File: config.mk
export PLATFORM = sky130hd
export DESIGN_NAME = matrix_matrix_multiply_unit
export DESIGN_NICKNAME = d
export VERILOG_FILES = /design/src/rtl/core/mmu_pkg.sv /design/src/rtl/core/mmu_store.sv /design/src/rtl/core/mmu_seq.sv /design/src/rtl/core/mmu_mac.sv /design/src/rtl/core/matrix_matrix_multiply_unit.sv
export SDC_FILE = /design/constraint.sdc
export NUM_CORES = 2
export LEC_CHECK = 0
export BUFFER_PORTS_ARGS = -buffer_cell sky130_fd_sc_hd__buf_2
export CORE_MARGIN = 2
export CORE_UTILIZATION = 25
export DETAILED_ROUTE_END_ITERATION = 10
export GPL_ROUTABILITY_DRIVEN = 0
export SYNTH_ARGS = -nofsm -noshare
export SYNTH_HDL_FRONTEND = slang
export SYNTH_SLANG_ARGS = --single-unit
File: constraint.sdc
create_clock -name i_clk -period 5.6 [get_ports i_clk]
set_input_delay 0.56 -clock i_clk [delete_from_list [all_inputs] [get_ports i_clk]]
set_output_delay 0.56 -clock i_clk [all_outputs]
set_load 0.03 [all_outputs]
File: src/rtl/core/mmu_pkg.sv
// ----------------------------------------------------------------------------
// mmu_pkg
// shared types, command codes and helpers for the matrix multiply unit
// ----------------------------------------------------------------------------
package mmu_pkg;

    localparam int DEF_MAX_DIM     = 8;
    localparam int DEF_VALUE_WIDTH = 16;

    localparam int FIELD_VALUE_W = 16;
    localparam int OUT_VALUE_W   = 32;
    localparam int CFG_IDX_W     = 2;
    localparam int CFG_DATA_W    = 4;

    localparam logic [1:0] CMD_WRITE_A = 2'd0;
    localparam logic [1:0] CMD_WRITE_B = 2'd1;
    localparam logic [1:0] CMD_COMPUTE = 2'd2;

    localparam logic [CFG_IDX_W-1:0] REG_ROWS_A     = 2'd0;
    localparam logic [CFG_IDX_W-1:0] REG_INNER_SIZE = 2'd1;
    localparam logic [CFG_IDX_W-1:0] REG_COLS_B     = 2'd2;

    typedef struct packed {
        logic [1:0]                      cmd;
        logic [2:0]                      row_index;
        logic [2:0]                      col_index;
        logic signed [FIELD_VALUE_W-1:0] entry_value;
    } t_req;

    typedef struct packed {
        logic [2:0]                    out_row;
        logic [2:0]                    out_col;
        logic signed [OUT_VALUE_W-1:0] out_value;
        logic                          saturated;
        logic                          last;
    } t_result;

    // per-term control travelling with the operands
    typedef struct packed {
        logic       valid;
        logic       first;
        logic       last_term;
        logic       last;
        logic [2:0] row;
        logic [2:0] col;
    } t_tag;

    // size register to its last index: 0 acts as 1, above max acts as max
    function automatic logic [3:0] eff_last(input logic [3:0] r, input logic [3:0] max_dim);
        logic [3:0] res;
        if (r == 4'd0) begin
            res = 4'd0;
        end else if (r > max_dim) begin
            res = max_dim - 4'd1;
        end else begin
            res = r - 4'd1;
        end
        return res;
    endfunction

endpackage

File: src/rtl/core/mmu_store.sv
// ----------------------------------------------------------------------------
// mmu_store
// single-port-write, registered-read entry memory for one matrix
// ----------------------------------------------------------------------------
module mmu_store #(
    parameter int DEPTH  = 64,
    parameter int ADDR_W = 6,
    parameter int DATA_W = 16
) (
    input  logic              i_clk,
    input  logic              i_we,
    input  logic [ADDR_W-1:0] i_waddr,
    input  logic [DATA_W-1:0] i_wdata,
    input  logic [ADDR_W-1:0] i_raddr,
    output logic [DATA_W-1:0] o_rdata
);

    logic [DATA_W-1:0] r_mem [DEPTH];
    logic [DATA_W-1:0] r_rdata;

    always_ff @(posedge i_clk) begin
        if (i_we) begin
            r_mem[i_waddr] <= i_wdata;
        end
    end

    always_ff @(posedge i_clk) begin
        r_rdata <= r_mem[i_raddr];
    end

    assign o_rdata = r_rdata;

endmodule

File: src/rtl/core/mmu_seq.sv
// ----------------------------------------------------------------------------
// mmu_seq
// walks row, column and inner index, one product term per cycle
// ----------------------------------------------------------------------------
module mmu_seq #(
    parameter int MAX_DIM = mmu_pkg::DEF_MAX_DIM,
    parameter int DIM_W   = 3,
    parameter int ADDR_W  = 6
) (
    input  logic              i_clk,
    input  logic              i_rst_n,
    input  logic              i_go,
    input  logic [DIM_W-1:0]  i_m_last,
    input  logic [DIM_W-1:0]  i_n_last,
    input  logic [DIM_W-1:0]  i_k_last,
    output logic [ADDR_W-1:0] o_a_addr,
    output logic [ADDR_W-1:0] o_b_addr,
    output mmu_pkg::t_tag     o_tag,
    output logic              o_running
);
    import mmu_pkg::*;

    typedef enum logic [1:0] {
        S_IDLE = 2'b01,
        S_RUN  = 2'b10
    } t_seq_state;

    t_seq_state r_state, n_state;
    logic [DIM_W-1:0] r_i, n_i, r_j, n_j, r_t, n_t;
    logic [DIM_W-1:0] r_m_last, n_m_last, r_n_last, n_n_last, r_k_last, n_k_last;
    logic             w_last_t, w_last_j, w_last_i;

    assign w_last_t = (r_t == r_n_last);
    assign w_last_j = (r_j == r_k_last);
    assign w_last_i = (r_i == r_m_last);

    always_comb begin
        n_state  = r_state;
        n_i      = r_i;
        n_j      = r_j;
        n_t      = r_t;
        n_m_last = r_m_last;
        n_n_last = r_n_last;
        n_k_last = r_k_last;
        case (r_state)
            S_IDLE: begin
                if (i_go) begin
                    n_state  = S_RUN;
                    n_i      = '0;
                    n_j      = '0;
                    n_t      = '0;
                    n_m_last = i_m_last;
                    n_n_last = i_n_last;
                    n_k_last = i_k_last;
                end
            end
            S_RUN: begin
                if (w_last_t) begin
                    n_t = '0;
                    if (w_last_j) begin
                        n_j = '0;
                        if (w_last_i) begin
                            n_state = S_IDLE;
                        end else begin
                            n_i = r_i + 1'b1;
                        end
                    end else begin
                        n_j = r_j + 1'b1;
                    end
                end else begin
                    n_t = r_t + 1'b1;
                end
            end
            default: begin
                n_state = S_IDLE;
            end
        endcase
    end

    always_ff @(posedge i_clk) begin
        if (!i_rst_n) begin
            r_state <= S_IDLE;
        end else begin
            r_state <= n_state;
        end
    end

    always_ff @(posedge i_clk) begin
        r_i      <= n_i;
        r_j      <= n_j;
        r_t      <= n_t;
        r_m_last <= n_m_last;
        r_n_last <= n_n_last;
        r_k_last <= n_k_last;
    end

    assign o_a_addr = ADDR_W'(r_i) * ADDR_W'(MAX_DIM) + ADDR_W'(r_t);
    assign o_b_addr = ADDR_W'(r_t) * ADDR_W'(MAX_DIM) + ADDR_W'(r_j);

    always_comb begin
        o_tag.valid     = (r_state == S_RUN);
        o_tag.first     = (r_t == '0);
        o_tag.last_term = w_last_t;
        o_tag.last      = w_last_t && w_last_j && w_last_i;
        o_tag.row       = 3'(r_i);
        o_tag.col       = 3'(r_j);
    end

    assign o_running = (r_state == S_RUN);

endmodule

File: src/rtl/core/mmu_mac.sv
// ----------------------------------------------------------------------------
// mmu_mac
// shared multiplier, accumulator and saturation stage
// ----------------------------------------------------------------------------
module mmu_mac #(
    parameter int ENTRY_W = 16,
    parameter int DIM_W   = 3
) (
    input  logic                      i_clk,
    input  logic                      i_rst_n,
    input  mmu_pkg::t_tag             i_tag,
    input  logic signed [ENTRY_W-1:0] i_a,
    input  logic signed [ENTRY_W-1:0] i_b,
    output mmu_pkg::t_result          o_result,
    output logic                      o_valid,
    output logic                      o_busy
);
    import mmu_pkg::*;

    localparam int PROD_W = 2 * ENTRY_W;
    localparam int ACC_W  = PROD_W + DIM_W;
    localparam int SAT_W  = (ACC_W > OUT_VALUE_W + 1) ? ACC_W : OUT_VALUE_W + 1;

    t_tag                     r_t1, r_t2, r_t3;
    logic signed [PROD_W-1:0] r_prod;
    logic signed [ACC_W-1:0]  r_acc;
    logic signed [SAT_W-1:0]  w_wide;
    logic                     w_ovf;
    t_result                  r_result;
    logic                     r_valid;

    // tag stages: whole tags and the result valid reset, the rest is payload
    always_ff @(posedge i_clk) begin
        if (!i_rst_n) begin
            r_t1    <= '0;
            r_t2    <= '0;
            r_t3    <= '0;
            r_valid <= 1'b0;
        end else begin
            r_t1    <= i_tag;
            r_t2    <= r_t1;
            r_t3    <= r_t2;
            r_valid <= r_t3.valid && r_t3.last_term;
        end
    end

    always_ff @(posedge i_clk) begin
        r_prod <= i_a * i_b;
        if (r_t2.valid) begin
            if (r_t2.first) begin
                r_acc <= ACC_W'(r_prod);
            end else begin
                r_acc <= r_acc + ACC_W'(r_prod);
            end
        end
    end

    assign w_wide = SAT_W'(r_acc);
    assign w_ovf  = !((&w_wide[SAT_W-1:OUT_VALUE_W-1]) || !(|w_wide[SAT_W-1:OUT_VALUE_W-1]));

    always_ff @(posedge i_clk) begin
        r_result.out_row   <= r_t3.row;
        r_result.out_col   <= r_t3.col;
        r_result.saturated <= w_ovf;
        r_result.last      <= r_t3.last;
        if (w_ovf) begin
            r_result.out_value <= w_wide[SAT_W-1] ? {1'b1, {(OUT_VALUE_W-1){1'b0}}}
                                                  : {1'b0, {(OUT_VALUE_W-1){1'b1}}};
        end else begin
            r_result.out_value <= w_wide[OUT_VALUE_W-1:0];
        end
    end

    assign o_result = r_result;
    assign o_valid  = r_valid;
    assign o_busy   = r_t1.valid || r_t2.valid || r_t3.valid;

endmodule

File: src/rtl/core/matrix_matrix_multiply_unit.sv
// ----------------------------------------------------------------------------
// matrix_matrix_multiply_unit
// C = A x B over signed Q8.8 entries, Q16.16 saturated results
// ----------------------------------------------------------------------------
// a request is taken on a clock edge with start high and busy low
// write A / write B requests store one entry in that same cycle and leave
// busy low, so loads go at one per cycle
// a compute request raises busy and walks m x k x n product terms through
// one shared multiplier, one term per cycle, read from two entry memories
// each result appears on o_result with o_valid high for one cycle, in
// row-major order, the final one with last set
// the first result shows once its terms have passed the read, multiply,
// accumulate and output registers; busy stays high through the term walk
// plus the read, multiply, accumulate and output stages
// busy drops in the cycle the last result is shown
// the receiver cannot stall, results are never held back
// size registers: the user writes them on the config port only while idle,
// unenforced; reset sets all three to 8, clears control, entries undefined
// ----------------------------------------------------------------------------
module matrix_matrix_multiply_unit #(
    parameter int MAX_DIM     = mmu_pkg::DEF_MAX_DIM,
    parameter int VALUE_WIDTH = mmu_pkg::DEF_VALUE_WIDTH
) (
    input  logic                              i_clk,
    input  logic                              i_rst_n,
    input  logic                              start,
    input  mmu_pkg::t_req                     i_req,
    output logic                              busy,
    output mmu_pkg::t_result                  o_result,
    output logic                              o_valid,
    input  logic                              i_cfg_we,
    input  logic [mmu_pkg::CFG_IDX_W-1:0]     i_cfg_idx,
    input  logic [mmu_pkg::CFG_DATA_W-1:0]    i_cfg_data
);
    import mmu_pkg::*;

    localparam int ENTRY_W = (VALUE_WIDTH < FIELD_VALUE_W) ? VALUE_WIDTH : FIELD_VALUE_W;
    localparam int DEPTH   = MAX_DIM * MAX_DIM;
    localparam int DIM_W   = (MAX_DIM > 1) ? $clog2(MAX_DIM) : 1;
    localparam int ADDR_W  = (MAX_DIM > 1) ? $clog2(DEPTH) : 1;

    logic [CFG_DATA_W-1:0] r_rows_a, r_inner_size, r_cols_b;
    logic                  w_accept, w_in_range, w_we_a, w_we_b, w_go;
    logic [ADDR_W-1:0]     w_waddr, w_a_addr, w_b_addr;
    logic [3:0]            w_m_eff, w_n_eff, w_k_eff;
    logic [ENTRY_W-1:0]    w_a_data, w_b_data;
    t_tag                  w_tag;
    logic                  w_running, w_mac_busy;

    always_ff @(posedge i_clk) begin
        if (!i_rst_n) begin
            r_rows_a     <= 4'd8;
            r_inner_size <= 4'd8;
            r_cols_b     <= 4'd8;
        end else if (i_cfg_we) begin
            case (i_cfg_idx)
                REG_ROWS_A:     r_rows_a     <= i_cfg_data;
                REG_INNER_SIZE: r_inner_size <= i_cfg_data;
                REG_COLS_B:     r_cols_b     <= i_cfg_data;
                default: begin
                end
            endcase
        end
    end

    assign busy       = w_running || w_mac_busy;
    assign w_accept   = start && !busy;
    assign w_in_range = (4'(i_req.row_index) < 4'(MAX_DIM))
                     && (4'(i_req.col_index) < 4'(MAX_DIM));
    assign w_we_a     = w_accept && (i_req.cmd == CMD_WRITE_A) && w_in_range;
    assign w_we_b     = w_accept && (i_req.cmd == CMD_WRITE_B) && w_in_range;
    assign w_go       = w_accept && (i_req.cmd == CMD_COMPUTE);
    assign w_waddr    = ADDR_W'(i_req.row_index[DIM_W-1:0]) * ADDR_W'(MAX_DIM)
                      + ADDR_W'(i_req.col_index[DIM_W-1:0]);

    assign w_m_eff = eff_last(r_rows_a, 4'(MAX_DIM));
    assign w_n_eff = eff_last(r_inner_size, 4'(MAX_DIM));
    assign w_k_eff = eff_last(r_cols_b, 4'(MAX_DIM));

    mmu_store #(
        .DEPTH  (DEPTH),
        .ADDR_W (ADDR_W),
        .DATA_W (ENTRY_W)
    ) u_store_a (
        .i_clk   (i_clk),
        .i_we    (w_we_a),
        .i_waddr (w_waddr),
        .i_wdata (i_req.entry_value[ENTRY_W-1:0]),
        .i_raddr (w_a_addr),
        .o_rdata (w_a_data)
    );

    mmu_store #(
        .DEPTH  (DEPTH),
        .ADDR_W (ADDR_W),
        .DATA_W (ENTRY_W)
    ) u_store_b (
        .i_clk   (i_clk),
        .i_we    (w_we_b),
        .i_waddr (w_waddr),
        .i_wdata (i_req.entry_value[ENTRY_W-1:0]),
        .i_raddr (w_b_addr),
        .o_rdata (w_b_data)
    );

    mmu_seq #(
        .MAX_DIM (MAX_DIM),
        .DIM_W   (DIM_W),
        .ADDR_W  (ADDR_W)
    ) u_seq (
        .i_clk     (i_clk),
        .i_rst_n   (i_rst_n),
        .i_go      (w_go),
        .i_m_last  (w_m_eff[DIM_W-1:0]),
        .i_n_last  (w_n_eff[DIM_W-1:0]),
        .i_k_last  (w_k_eff[DIM_W-1:0]),
        .o_a_addr  (w_a_addr),
        .o_b_addr  (w_b_addr),
        .o_tag     (w_tag),
        .o_running (w_running)
    );

    mmu_mac #(
        .ENTRY_W (ENTRY_W),
        .DIM_W   (DIM_W)
    ) u_mac (
        .i_clk    (i_clk),
        .i_rst_n  (i_rst_n),
        .i_tag    (w_tag),
        .i_a      (w_a_data),
        .i_b      (w_b_data),
        .o_result (o_result),
        .o_valid  (o_valid),
        .o_busy   (w_mac_busy)
    );

    a_go_busy : assert property (@(posedge i_clk) disable iff (!i_rst_n)
        w_go |=> busy)
        else $error("compute request did not raise busy");

    a_write_idle : assert property (@(posedge i_clk) disable iff (!i_rst_n)
        (w_accept && (i_req.cmd != CMD_COMPUTE)) |=> !busy)
        else $error("write request left the unit busy");

    a_valid_in_run : assert property (@(posedge i_clk) disable iff (!i_rst_n)
        o_valid |-> $past(busy))
        else $error("result strobe without a running compute");

    a_last_drains : assert property (@(posedge i_clk) disable iff (!i_rst_n)
        (o_valid && o_result.last) |-> !busy)
        else $error("last result shown while work remains");

endmodule
; After elaboration in Yosys (flattened, before gate mapping)
; Memories as Yosys holds them, arrays and structs flattened. A register that Yosys moved wholly into a read port is not among the register bits.
; Index checks and enable logic that the tools add are counted.
[classes]
addsub = 10
mul = 1
magnitude_cmp = 3
eq_ne = 14
mux = 25
n_reduce_logical = 31
[op_table]
columns = cell, n
row1 = $mux W32, 2
row2 = $add A35 B32 Y35, 1
row3 = $mux W35, 1
row4 = $mul A16 B16 Y32, 1
row5 = $mux W3, 10
row6 = $add A6 B3 Y6, 3
row7 = $pmux W3 S2, 3
row8 = $gt A4 B4 Y1 const B, 3
row9 = $logic_not A4 Y1, 3
row10 = $reduce_and A2 Y1, 5
row11 = $add A3 B1 Y3 const B, 3
row12 = $eq A3 B3 Y1, 3
row13 = $sub A3 B1 Y3 const B, 3
row14 = $mux W2, 4
row15 = $ne A2 B1 Y1 const B, 4
row16 = $reduce_and A4 Y1, 2
row17 = $logic_and A1 B1 Y1, 7
row18 = $eq A2 B1 Y1 const B, 3
row19 = $eq A2 B2 Y1 const B, 3
row20 = $reduce_and A5 Y1, 1
row21 = $logic_not A2 Y1, 2
row22 = $logic_or A1 B1 Y1, 4
row23 = $mux W1, 4
row24 = $pmux W2 S2, 1
row25 = 6 further kinds, 8
[totals]
reg_bits = 169
ram_bits = 2048
in_bits = 34
output_inout_bits = 42
elab_cells = 121
memories = 2
[memory_table]
columns = memory, words, word_bits, read_ports, rd_ports_with_merged_regs, write_ports, line_no
row1 = u_store_a.r_mem, 64, 16, 1, 1, 1, mmu_store.sv:18  ; logic [DATA_W-1:0] r_mem [DEPTH];
row2 = u_store_b.r_mem, 64, 16, 1, 1, 1, mmu_store.sv:18

; Longest topological paths before layout
[depth]
word_depth = 8
mapped_depth = 26
depth_no_buf = 25

; Hierarchy
; From an unflattened synthesis, not the netlist that was laid out.
[unflattened]
hier_cells = 5446
area_unflattened_um2 = 97459.7
[by_module_without_submodules]
columns = mod, n_inst, cells_per_inst, area_each_um2, seq_area_each_um2
row1 = mmu_store, 2, 1829, 40042.2, 31069.8
row2 = mmu_mac, 1, 1634, 15693.8, 3093.0
row3 = mmu_seq, 1, 78, 983.4, 580.6
row4 = matrix_matrix_multiply_unit, 1, 76, 698.2, 240.2

; Worst setup path before layout
; Ideal clock, no wire load.
[synth_path]
path_type = reg-to-reg
startpoint = reg u_store_b.r_rdata[1] (netlist: u_store_b.o_rdata[1]) (read register of u_store_b.r_mem)
endpoint = reg u_mac.r_prod[30]
t_arrival_ns = 5.978
required_ns = 5.477
slack_ns = -0.502
stages_incl_launch_ff = 22
n_path_buf = 1
period_less_slack_ns = 6.102
cell_sequence = dfxtp_1 -> clkbuf_1 -> nand2_1 -> inv_1 -> fa_1 -> fa_1 -> inv_1 -> fa_1 -> fa_1 -> fa_1 -> fa_1 -> inv_1 -> ha_1 -> a21o_1 -> nor2_1 -> nand2_1 -> a211o_1 -> a311o_1 -> a21oi_1 -> o21ba_2 -> o21bai_1 -> xor2_1
[synth_via]
elab_chain_cells = 1
[synth_rtl]
columns = item, line_no
row1 = from (decl), mmu_store.sv:19  ; logic [DATA_W-1:0] r_rdata;
row2 = $mul A16 B16 Y32, mmu_mac.sv:48  ; r_prod <= i_a * i_b;
row3 = to (signal assigned), mmu_mac.sv:48
row4 = to (decl), mmu_mac.sv:25  ; logic signed [PROD_W-1:0] r_prod;
; No other way between the ends.
; A chain may end at the register's enable or synchronous reset.

; Final worst setup path
[layout_path]
startpoint = reg u_store_a.r_rdata[9] (netlist: u_store_a.o_rdata[9]) (read register of u_store_a.r_mem)
endpoint = reg u_mac.r_prod[30]
[layout_via]
elab_chain_cells = 1
[layout_rtl]
columns = item, line_no
row1 = from (decl), mmu_store.sv:19
row2 = $mul A16 B16 Y32, mmu_mac.sv:48
; No other way between the ends.

==> flow_summary_export.csv <==
group,metric,value,unit
run_status,outcome,"finished with violations",
run_status,violations,"negative setup slack",
pwr,leakagePower,37.1,nW
die,io_pins,76,
timing,drv_slew,0,
synthesis,ys.flop_type,"edfxtp_1",
clock_tree,cts_buffers,223,
timing,finalHoldViolCount,0,
cells_and_area,post-route-cell-area,112000,um^2
cells_and_area,layout_common_cells,"edfxtp_1, mux4_2, inv_1",
cells_and_area,layout.cells.most_common,"edfxtp_1",
cells_and_area,layout.nets,5671,
synthesis,ys_warn_count,0,
cells_and_area,layout-drive-gt1-share,28.0,%
pwr,p_seq_share,26.1,%
synthesis,mappedNetlistArea,95500,um^2
die,die_h,622,um
placement,portBuffers,75,
synthesis,synth_seq_cells,2249,
pwr,p_clk_share,20.3,%
die,coreArea,379000,um^2
synthesis,seq_area_frac_synth,69.2,%
timing,layout_min_cycle_time,5860,ps
synthesis,yosysUniqueCellTypes,56,
clock_tree,clock_latency,950,ps
timing,setup_ws,-257,ps
die,fp-row-count,226,
drt,drc,0,
placement,place_area,104000,um^2
synthesis,syn_area_per_cell,19.8,um^2
global_routing,grtUsageTotal,11.5,%
clock_tree,clk_path_buf_depth,4,
timing,rsz0062_at_grt,"yes",
cells_and_area,area_growth_syn_to_layout,17.2,%
clock_tree,cts_max_level,4,
die,die-area,387000,um^2
drt,routed_wl,227000,um
synthesis,synth_fp_nets,5244,
synthesis,syn_inst,4822,
clock_tree,cts_root_buf,"clkbuf_16",
die,dieWidth,622,um
drt,route.vias.total,46200,
worst_setup_path,crit_path_start_kind,"flop",
timing,skew,110,ps
placement,hpwlAfterDp,144000,um
pwr,p_sw,26.0,mW
timing,fin_crit_sh,105,%
worst_setup_path,required,6280,ps
clock_tree,clk_pin_slew,60,ps
clock_tree,cts.sinks,2249,
die,start_util,25.2,%
timing,setup-tns-final,-798,ps
drt,dr.pass1.iters,5,
pwr,switching_share,35.1,%
timing,max-slew-margin-rel,8.01,%
global_routing,grt_remaining_overflow,0,
drt,viasPerCell,4.42,
drt,wl_per_cell,21.8,um
synthesis,async_reset_ff_share,0,%
global_routing,grt_pass1_wl,334000,um
flow_run,cap_violations,0,
synthesis,synth-edff-count,2101,
pwr,irDropWorstVdd,2300,uV
worst_setup_path,crit_type,"flop to flop",
clock_tree,cts_tree,"built",
worst_setup_path,critPathArrivalTime,6540,ps
pwr,p_int,48.1,mW
hold_path,worstHoldPathType,"primary input to flop",
drt,dr.first_iter.drc_count,4602,
worst_setup_path,end_kind,"flop",
worst_setup_path,crit_path_max_fanout,9,
global_routing,grt_pass1_vias,48000,
timing,worst_pin_slew,1380,ps
pwr,p_comb_share,53.6,%
timing,fmax,171,MHz
global_routing,antenna_found_initial,29,
pwr,power.density,663,nW/um^2
timing,setup_viol,5,
drt,postRouteAntennaNets,0,
global_routing,grt_start_max_net_pins,95,
## layout make-up
type / count / area (um^2)
Fill cell: 36800 / 268000
Antenna cell: 3 / 7.51
Timing Repair Buffer: 419 / 3320
Inverter: 334 / 1250
Tap cell: 5016 / 6280
Clock inverter: 136 / 1400
Multi-Input combinational cell: 2022 / 27500
Clock buffer: 274 / 5940
Sequential cell: 2249 / 66100
## worst paths after layout
path	end	slack, ps	start	cells after the start
max	u_mac.r_prod[30]$_DFF_P_	-260	u_store_a.o_rdata[9]$_DFF_P_	21
min	u_store_b.r_mem[39][1]$_DFFE_PP_	90	i_req[1]	1
max reg2reg	u_mac.r_prod[30]$_DFF_P_	-260	u_store_a.o_rdata[9]$_DFF_P_	21
min reg2reg	u_mac.o_result[38]$_DFF_P_	330	u_mac.r_t3[4]$_SDFF_PN0_	0
## worst max-delay path, stage by stage, from the launching register on
cell      delay (ps)
dfxtp_4          410
nand2_2           80
fa_1             560
inv_2             40
fa_1             500
fa_1             600
fa_1             460
fa_1             500
inv_1             50
fa_1             530
inv_2             60
ha_4             220
a21o_1           170
a21o_1           200
a21oi_2          170
nand2_1           70
a211o_1          270
a311o_1          290
a21oi_2          160
o21ba_2          130
o21bai_1          70
xor2_1           140
## registers in the layout, indices dropped and copies added, names as in the netlist, 9 cells and up
register and count:
u_store_a.r_mem 1024, u_store_b.r_mem 1024, u_mac.o_result 40, u_mac.r_acc 35
u_mac.r_prod 32, u_store_a.o_rdata 16, u_store_b.o_rdata 16, u_mac.r_t1 10
u_mac.r_t2 10, u_mac.r_t3 9
## metal layers
metal	global-route usage, %	up-vias	part of all wire (%)
met3	1.92	301	6.7
met5	0	-	0.041
met2	19.0	1443	48
met1	15.8	24700	43
li1	-	19700	-
met4	2.63	16	2.2
## metrics by stage
step                      hold slack (ps)  std cells  utilization [%]  setup slack [ps]  power (mW)
final                                94.5      10500             29.5              -257        74.2
after global routing                 76.4      10500             29.5              -480        80.0
after CTS                            40.1      10400             29.4              -250        71.8
after detailed placement              318      10000             27.4              -449        55.4
after global placement                311      10000             27.4              -476        54.9
after floorplan                       310       4822                -             -55.5        43.5
## cell usage after synthesis (2+ instances only)
cell type,count,area [um^2]
edfxtp_1,2101,63100
o21ai_0,65,325
o211ai_1,2,15.0
dfxtp_1,148,2960
a21o_1,61,458
mux2_2,2,22.5
nand4_1,4,25.0
nand2_1,222,833
or2_2,3,18.8
o31ai_1,6,45.0
a211o_1,6,52.6
nor3b_1,3,22.5
xnor2_1,53,464
mux4_2,672,15100
nor2_1,193,724
buf_4,2,15.0
o21a_1,6,45.0
o21bai_1,8,60.1
mux2i_1,11,110
nor3_1,9,45.0
buf_2,51,255
or3_1,2,12.5
buf_1,24,90.1
nand2b_1,14,87.6
xor2_1,28,245
nand3_1,16,80.1
nand3b_1,5,37.5
inv_1,334,1250
and2_1,144,901
fa_1,263,5270
clkbuf_1,140,526
nor2b_1,6,37.5
nor4_1,3,18.8
and3_1,12,75.1
a31oi_4,2,42.5
a21oi_1,50,250
or3b_2,2,17.5
ha_1,125,1560
a31oi_1,7,43.8
## timing repair
item                       in CTS  in global routing
setup endpoints to repair      14                 15
resized for setup              46                 48
hold buffers                    4                  0
setup buffers                   3                  8
pin swaps                       5                 18
hold endpoints to repair       12                  0
## logic make-up (layout without fill, tap and decap cells)
family	Yosys count	after routing	synth area share, %
mux	685	685	16.0
buf+inv	551	1163	2.24
other cells	0	3	0
flops	2249	2249	69.2
compound gates	227	227	1.57
xor+xnor	81	81	0.743
fa+ha+maj	388	388	7.15
simple gates	641	641	3.10
## power groups by stage
stage	Sequential, mW	Clock (mW)	Combinational [mW]
after floorplan	19.6	0	23.8
after global placement	19.7	0	35.2
after detailed placement	19.7	0	35.7
after CTS	19.4	15.4	37.1
after global routing	19.4	16.0	44.6
final	19.4	15.1	39.7
Power figures use the tool's default switching activity.
